**config.mk**
```make
export PLATFORM = sky130hd
export DESIGN_NAME = wide_restoring_divider
export DESIGN_NICKNAME = d
export VERILOG_FILES = /design/src/wrd_pkg.sv /design/src/wide_restoring_divider.sv /design/src/wrd_datapath.sv /design/src/wrd_ctrl.sv
export SDC_FILE = /design/constraint.sdc
export NUM_CORES = 1
export LEC_CHECK = 0
export ABC_AREA = 0
export BUFFER_PORTS_ARGS = -buffer_cell sky130_fd_sc_hd__buf_2
export CORE_UTILIZATION = 52
export DETAILED_ROUTE_END_ITERATION = 7
export PLACE_DENSITY = 0.77
export SETUP_SLACK_MARGIN = 0.05
export SLEW_MARGIN = 0
export SYNTH_ARGS = -nofsm -noshare
export SYNTH_HDL_FRONTEND = slang
export SYNTH_SLANG_ARGS = --single-unit
export TNS_END_PERCENT = 20
```
**constraint.sdc**
```tcl
create_clock -name clk -period 12 [get_ports clk]
set_input_delay 1.2 -clock clk [delete_from_list [all_inputs] [get_ports clk]]
set_output_delay 1.2 -clock clk [all_outputs]
set_load 0.005 [all_outputs]
```
**src/wrd_pkg.sv**
```systemverilog
`timescale 1ns / 1ps
// ----------------------------------------------------------------------------
// wrd_pkg
// Shared widths, request types, command/status groups and controller states
// for the 96-bit restoring divider.
// ----------------------------------------------------------------------------
package wrd_pkg;

	localparam int WORD_W = 32;
	localparam int DATA_W = 96;
	localparam int REM_W  = DATA_W + 1;
	localparam int STEP_W = 7;

	// index of the final step, one quotient bit per step
	localparam logic [STEP_W-1:0] LAST_STEP = STEP_W'(DATA_W - 1);

	typedef struct packed {
		logic [WORD_W-1:0] dividend_w0;
		logic [WORD_W-1:0] dividend_w1;
		logic [WORD_W-1:0] dividend_w2;
		logic [WORD_W-1:0] divisor_w0;
		logic [WORD_W-1:0] divisor_w1;
		logic [WORD_W-1:0] divisor_w2;
	} in_req_t;

	typedef struct packed {
		logic [WORD_W-1:0] quotient_w0;
		logic [WORD_W-1:0] quotient_w1;
		logic [WORD_W-1:0] quotient_w2;
		logic [WORD_W-1:0] remainder_w0;
		logic [WORD_W-1:0] remainder_w1;
		logic [WORD_W-1:0] remainder_w2;
		logic              divide_by_zero;
	} out_req_t;

	// controller to datapath
	typedef struct packed {
		logic load;
		logic step;
		logic out_load;
		logic out_from_step;
	} cmd_t;

	// datapath to controller
	typedef struct packed {
		logic last_step;
	} sts_t;

	typedef enum logic [1:0] {
		ST_IDLE,
		ST_RUN,
		ST_WAIT
	} state_t;

endpackage

```
**src/wide_restoring_divider.sv**
```systemverilog
`timescale 1ns / 1ps
// ----------------------------------------------------------------------------
// wide_restoring_divider
// Unsigned 96-bit by 96-bit restoring divider, one quotient bit per cycle.
// ----------------------------------------------------------------------------
// Sequence: operands load at the accept edge, then the step cycles run; the
// result loads with the last step, or once the output register frees.
// Requests are taken only when idle, as the single shared 97-bit subtract/compare
// step unit serves every step; the next request is taken while a result waits.
// Zero divisor: quotient all ones, remainder = dividend, divide_by_zero set.
// Reset: arst_n clears the sequencer, step counter and result valid flag.
// ----------------------------------------------------------------------------
module wide_restoring_divider (
	input  logic              clk,
	input  logic              arst_n,
	input  logic              in_valid,
	output logic              in_stall,
	input  wrd_pkg::in_req_t  in_data,
	output logic              out_valid,
	input  logic              out_stall,
	output wrd_pkg::out_req_t out_data
);
	import wrd_pkg::*;

	cmd_t cmd;
	sts_t status;

	wrd_ctrl u_ctrl (
		.clk       (clk),
		.arst_n    (arst_n),
		.in_valid  (in_valid),
		.in_stall  (in_stall),
		.out_valid (out_valid),
		.out_stall (out_stall),
		.status    (status),
		.cmd       (cmd)
	);

	wrd_datapath u_datapath (
		.clk      (clk),
		.arst_n   (arst_n),
		.cmd      (cmd),
		.in_data  (in_data),
		.status   (status),
		.out_data (out_data)
	);

	// divide by zero always yields an all-ones quotient
	a_zero_quot: assert property (@(posedge clk) disable iff (!arst_n)
		out_valid && out_data.divide_by_zero |->
			out_data.quotient_w0 == '1 && out_data.quotient_w1 == '1 &&
			out_data.quotient_w2 == '1)
		else $error("divide by zero quotient not all ones");

endmodule

```
**src/wrd_datapath.sv**
```systemverilog
`timescale 1ns / 1ps
// ----------------------------------------------------------------------------
// wrd_datapath
// Partial remainder, quotient shift register, divisor hold, step counter and
// the result register. One restoring step per cycle when commanded.
// ----------------------------------------------------------------------------
module wrd_datapath (
	input  logic              clk,
	input  logic              arst_n,
	input  wrd_pkg::cmd_t     cmd,
	input  wrd_pkg::in_req_t  in_data,
	output wrd_pkg::sts_t     status,
	output wrd_pkg::out_req_t out_data
);
	import wrd_pkg::*;

	logic [REM_W-1:0]  rem_q;
	logic [DATA_W-1:0] quo_q;
	logic [DATA_W-1:0] div_q;
	logic              zero_q;
	logic [STEP_W-1:0] cnt_q;
	out_req_t          out_q;

	logic [DATA_W-1:0] in_dividend;
	logic [DATA_W-1:0] in_divisor;
	logic [REM_W-1:0]  shifted;
	logic [REM_W:0]    diff;
	logic              ge;
	logic [REM_W-1:0]  rem_next;
	logic [DATA_W-1:0] quo_next;
	logic [DATA_W-1:0] res_quo;
	logic [DATA_W-1:0] res_rem;

	assign in_dividend = {in_data.dividend_w2, in_data.dividend_w1, in_data.dividend_w0};
	assign in_divisor  = {in_data.divisor_w2, in_data.divisor_w1, in_data.divisor_w0};

	// one restoring step: shift in next dividend bit, trial subtract
	always_comb begin
		shifted  = {rem_q[DATA_W-1:0], quo_q[DATA_W-1]};
		diff     = {1'b0, shifted} - {2'b00, div_q};
		ge       = ~diff[REM_W];
		rem_next = ge ? diff[REM_W-1:0] : shifted;
		quo_next = {quo_q[DATA_W-2:0], ge};
	end

	// working registers
	always_ff @(posedge clk) begin
		if (cmd.load) begin
			rem_q  <= '0;
			quo_q  <= in_dividend;
			div_q  <= in_divisor;
			zero_q <= (in_divisor == '0);
		end else if (cmd.step) begin
			rem_q <= rem_next;
			quo_q <= quo_next;
		end
	end

	// step counter
	always_ff @(posedge clk or negedge arst_n) begin
		if (!arst_n) begin
			cnt_q <= '0;
		end else if (cmd.load) begin
			cnt_q <= '0;
		end else if (cmd.step) begin
			cnt_q <= cnt_q + STEP_W'(1);
		end
	end

	assign status.last_step = (cnt_q == LAST_STEP);

	// result source: the final step directly, or the settled registers
	always_comb begin
		res_quo = cmd.out_from_step ? quo_next : quo_q;
		res_rem = cmd.out_from_step ? rem_next[DATA_W-1:0] : rem_q[DATA_W-1:0];
	end

	// result register
	always_ff @(posedge clk) begin
		if (cmd.out_load) begin
			out_q.quotient_w0    <= res_quo[WORD_W-1:0];
			out_q.quotient_w1    <= res_quo[2*WORD_W-1:WORD_W];
			out_q.quotient_w2    <= res_quo[3*WORD_W-1:2*WORD_W];
			out_q.remainder_w0   <= res_rem[WORD_W-1:0];
			out_q.remainder_w1   <= res_rem[2*WORD_W-1:WORD_W];
			out_q.remainder_w2   <= res_rem[3*WORD_W-1:2*WORD_W];
			out_q.divide_by_zero <= zero_q;
		end
	end

	assign out_data = out_q;

endmodule

```
**src/wrd_ctrl.sv**
```systemverilog
`timescale 1ns / 1ps
// ----------------------------------------------------------------------------
// wrd_ctrl
// Sequencer for the divider: takes a request, runs the step cycles and hands
// the result to the output register, holding it back while that is full.
// ----------------------------------------------------------------------------
module wrd_ctrl (
	input  logic          clk,
	input  logic          arst_n,
	input  logic          in_valid,
	output logic          in_stall,
	output logic          out_valid,
	input  logic          out_stall,
	input  wrd_pkg::sts_t status,
	output wrd_pkg::cmd_t cmd
);
	import wrd_pkg::*;

	state_t state_q;
	state_t state_d;
	logic   out_valid_q;
	logic   out_free;
	logic   accept;

	assign out_free = ~out_valid_q | ~out_stall;
	assign accept   = in_valid & (state_q == ST_IDLE);

	// next state
	always_comb begin
		state_d = state_q;
		case (state_q)
			ST_IDLE: begin
				if (in_valid) state_d = ST_RUN;
			end
			ST_RUN: begin
				if (status.last_step) state_d = out_free ? ST_IDLE : ST_WAIT;
			end
			ST_WAIT: begin
				if (out_free) state_d = ST_IDLE;
			end
			default: state_d = ST_IDLE;
		endcase
	end

	// outputs and datapath commands
	always_comb begin
		in_stall          = 1'b1;
		cmd.load          = 1'b0;
		cmd.step          = 1'b0;
		cmd.out_load      = 1'b0;
		cmd.out_from_step = 1'b0;
		case (state_q)
			ST_IDLE: begin
				in_stall = 1'b0;
				cmd.load = accept;
			end
			ST_RUN: begin
				cmd.step          = 1'b1;
				cmd.out_from_step = 1'b1;
				cmd.out_load      = status.last_step & out_free;
			end
			ST_WAIT: begin
				cmd.out_load = out_free;
			end
			default: begin
				in_stall = 1'b1;
			end
		endcase
	end

	always_ff @(posedge clk or negedge arst_n) begin
		if (!arst_n) begin
			state_q <= ST_IDLE;
		end else begin
			state_q <= state_d;
		end
	end

	// result valid flag
	always_ff @(posedge clk or negedge arst_n) begin
		if (!arst_n) begin
			out_valid_q <= 1'b0;
		end else if (cmd.out_load) begin
			out_valid_q <= 1'b1;
		end else if (!out_stall) begin
			out_valid_q <= 1'b0;
		end
	end

	assign out_valid = out_valid_q;

	// waiting only happens behind a full output register
	a_wait_full: assert property (@(posedge clk) disable iff (!arst_n)
		state_q == ST_WAIT |-> out_valid_q)
		else $error("wait state without pending result");

	// an accepted request starts the step sequence
	a_accept_run: assert property (@(posedge clk) disable iff (!arst_n)
		accept |=> state_q == ST_RUN)
		else $error("accepted request did not start");

	// the sequence runs until the last step
	a_run_hold: assert property (@(posedge clk) disable iff (!arst_n)
		state_q == ST_RUN && !status.last_step |=> state_q == ST_RUN)
		else $error("step sequence left early");

	// a new result only comes from a running or waiting division
	a_out_source: assert property (@(posedge clk) disable iff (!arst_n)
		cmd.out_load |-> state_q == ST_RUN || state_q == ST_WAIT)
		else $error("result loaded while idle");

endmodule

```
==> results.md <==
- Worst Hold Class: in -> async
- Setup Crit Path Kind: reg -> reg
- Critical Path Sink: u_datapath.out_data[75]
- Clock sink count: just under 500
- Pwr Total: ~8.2 mW
- Fmax: 203 MHz
- Initial drt markers: 1800
- Final cell count without fillers: approximately 3600
- Post-synthesis mux area share: 6.67%
- PwrDens: roughly 280 nW/µm²
- Post-synthesis sequential area ratio: between 50% and 60%
- Utilization after layout: between 60% and 70%
- Via density: about 5.9
- Synthesized-area fraction occupied by adder cells: under 10%
- First-pass iteration count of the detailed router: 5
- Synth Area in XOR/XNOR: between 3 and 4%
- Synth Instances: 2602
- Required time worst endpoint: between 10 and 15 ns
- Ys async rst share: a little over 2%
- Tightest Pin Transition: approximately 1.4 ns
- Netlist cell types: 85
- Clk_lat worst skew: around 0.63 ns
- Max H-tree Level: 2
- DRC viols: 0
- Avg Cell Area, Syn: between 9 and 10 µm²
- Routed wire per std cell: between 20 and 25 µm
- Post-Place Setup Slack: approximately 7 ns
- CP arrival: 5.31 ns
- Max Root-Sink Buffers: 3
- Area Growth Syn to Fin: 15.8%
- Initial Utilization: about 53%
- R2r startpoint: u_datapath.div_q[6]
- Grt total ovfl: 0
- Cell Area, Synth: 25400 µm²
- Status: finished, final reports clean
- Largest family of logic cells by synthesized area: compound AO/OA/AOI/OAI gates
- Routed Antenna Nets: 0
- GP Congestion: a little over 1
- # rows: 80
- R2r endpoint: u_datapath.out_data[75]
- RSZ-0062 raised after global routing: false
- Sw frac: 41.2%
- Seq cells post-synth: ~490
- Synth warnings: 0
- NetSw: around 3.4 mW
- EDFF count, synth: 290
- Combinational share of power: 47.3%
- # IOs: between 300 and 400
- Final setup viols: 0
- I/O Buffers: ~400
- Worst R2R Setup Slack: between 7 and 8 ns
- Via count: roughly 21000
- Die width: 223 µm
- Clk pin slew, worst setup/hold paths: around 0.060 ns
- Placed cells: 3466
- Post-cts hold buffer count: 0
- Clk root buf: clkbuf_16
- Post-CTS Setup Bufs: 0
- First-pass GRT wire length: roughly 110 mm
- TritonCTS clock tree: done
- Clock power frac: around a fifth
- Hpwl dp: 54.2 mm
- Worst reg-to-reg path cell count: 13
- Crit path from: u_datapath.div_q[6]
- Drt total wl: about 74 mm
- Main synth FF type: edfxtp_1
- Fin crit period: between 4 and 5 ns
- Slew margin rel.: just under 10%
- PnR worst setup slack: between 7 and 8 ns
- VDD IR-drop max: about 120 µV
- CTS buffer count: between 50 and 60
- Power Internal: between 4 and 5 mW
- P_leak: approximately 12 nW
- Final period utilization: 41.1%
- Die ar.: 49800 µm²
- Syn_nets: between 2000 and 3000
- Skew final: around 0.052 ns
- Synth Area in Compound Gates: between 15 and 20%
- Initial antenna violation count: 8
- Type of origin of the critical path: register
- Setup TNS: 0 ns
- Total of max-cap violations: 0
- Final hold violation count: 0
- Die Height: between 200 and 250 µm
- Post-synthesis simple-gate area fraction: 14.5%
- Critical path fanouts, max: 56
- Share of cells above drive strength 1: 21.1%
- Nature of the critical path endpoint: register
- Total core area: roughly 48000 µm²
- Vias in the first global route: 20400
- Max Slew Vio Count: 0
- Tot GR Track Use: approximately 29%
- Pin count of the biggest net entering global routing: roughly 130
- Resize count post-CTS: 0
- Reg power frac: approximately a third
- Fin nets: between 3000 and 4000
==> state kept, by name, summed over array words and instances (netlist names) <==
register / flops
u_datapath.zero_q: 1
u_datapath.cnt_q: 7
u_ctrl.out_valid: 1
u_datapath.quo_q: 96
u_datapath.rem_q: 96
u_ctrl.state_q: 2
u_datapath.div_q: 96
u_datapath.out_data: 193
==> synth_stat cells (5+ instances only) <==
cell type  instances  area share [%]
nor3_1            21            0.41
o21ai_0          108             2.1
or3_1              9            0.22
buf_1              8            0.12
a221oi_1           8            0.28
inv_1            128             1.9
a2bb2oi_1         13            0.45
edfxtp_1         290              34
xnor2_1           65             2.2
ha_1             100             4.9
nor2b_1           13            0.32
dfxtp_1          192              15
mux2_2            99             4.4
buf_12             6            0.47
a31oi_1           30            0.74
o21ai_1            7            0.14
a21o_1            32            0.94
dfrtp_1           10            0.98
and2_1            11            0.27
o31ai_1           10            0.30
mux2i_1           58             2.3
o21a_1            12            0.35
buf_2             21            0.41
a21oi_1          239             4.7
nand4_1           66             1.6
and3_1            11            0.27
o21bai_1          27            0.80
clkbuf_1         121             1.8
xor2_1            27            0.93
a211oi_1          75             2.2
nor2_1           464             6.8
a21boi_0           5            0.15
nand2_1          156             2.3
o221ai_1           8            0.28
o211ai_1           6            0.18
nor4_1            33            0.81
nand3_1           36            0.71
==> critical path, cell delays in order, from the launching register on <==
cell and delay [ns]:
edfxtp_1 0.33, inv_1 0.04, ha_1 0.34, a21oi_1 0.09
o21ai_1 0.27, nor2_1 0.11, a21oi_2 0.27, a31oi_2 0.27
or4_4 0.58, a211o_4 0.47, nand2_4 0.35, buf_4 0.85
mux2_2 0.43, mux2_2 0.26
==> cell usage in the layout (no fill, tap or decap), types with 9 or more instances in the layout <==
cell | netlist | final
nor2_1 | 464 | 463
buf_2 | 21 | 390
edfxtp_1 | 290 | 290
a21oi_1 | 239 | 238
dfxtp_1 | 192 | 192
nand2_1 | 156 | 155
inv_1 | 128 | 128
o21ai_0 | 108 | 107
mux2_2 | 99 | 99
ha_1 | 100 | 99
a211oi_1 | 75 | 75
nand4_1 | 66 | 66
xnor2_1 | 65 | 65
mux2i_1 | 58 | 58
clkbuf_16 | 0 | 52
nand3_1 | 36 | 36
nor4_1 | 33 | 33
a21o_1 | 32 | 32
a31oi_1 | 30 | 30
o21bai_1 | 27 | 27
xor2_1 | 27 | 27
nor3_1 | 21 | 21
buf_4 | 1 | 17
nor2b_1 | 13 | 13
a2bb2oi_1 | 13 | 13
o21a_1 | 12 | 12
and3_1 | 11 | 11
and2_1 | 11 | 11
o31ai_1 | 10 | 10
clkinv_2 | 0 | 10
dfrtp_1 | 10 | 10
or3_1 | 9 | 9
==> final cells by class <==
class	instances	area, µm²
well taps	615	769
diodes	5	12.5
clock buffers	62	1380
repair buffers	407	2080
multi-input cells	1823	11500
inverters	129	492
clock inverters	36	459
flip-flops and latches	492	12800
fillers	3995	18500
==> routing by layer <==
metal | vias to the layer above | routed length [µm] | track usage [%]
met4 | 0 | 2140 | 8.85
met3 | 135 | 5270 | 4.29
met2 | 825 | 36000 | 49.5
met5 | - | 0 | 0
li1 | 10000 | - | -
met1 | 10200 | 30500 | 37.6
==> logic make-up (layout without fill, tap and decap cells) <==
logic type,Yosys count,in the layout
AND/OR/NAND/NOR,844,844
AO/OA/AOI/OAI,629,629
flip-flops,492,492
buffers and inverters,287,634
multiplexers,157,157
adder cells (fa/ha/maj),101,101
XOR/XNOR,92,92
other,0,5
==> how the worst min path moves through the flow <==
stage	to	start
global route	u_datapath.cnt_q[2]	arst_n
floorplan	u_datapath.out_data[0]	u_datapath.zero_q
CTS	u_datapath.cnt_q[1]	arst_n
global placement	u_datapath.out_data[0]	u_datapath.zero_q
finish	u_ctrl.state_q[1]	arst_n
detailed placement	u_datapath.out_data[0]	u_datapath.zero_q
==> stage by stage <==
step,hold slack (ns),area (µm²)
after floorplan,0.400,25400
after global routing,0.428,29400
after global placement,0.406,27600
final,0.434,29400
after detailed placement,0.424,27600
after CTS,0.403,29400
==> power by group through the flow <==
stage	Combinational [mW]	Clock, mW	Sequential, mW
2_1_floorplan	2.94	0	2.53
3_3_place_gp	3.67	0	2.58
3_5_place_dp	3.75	0	2.61
4_1_cts	3.80	1.75	2.58
5_1_grt	4.23	1.80	2.62
6_report	3.86	1.72	2.58
Note: power is estimated with default switching activity, not from simulation.
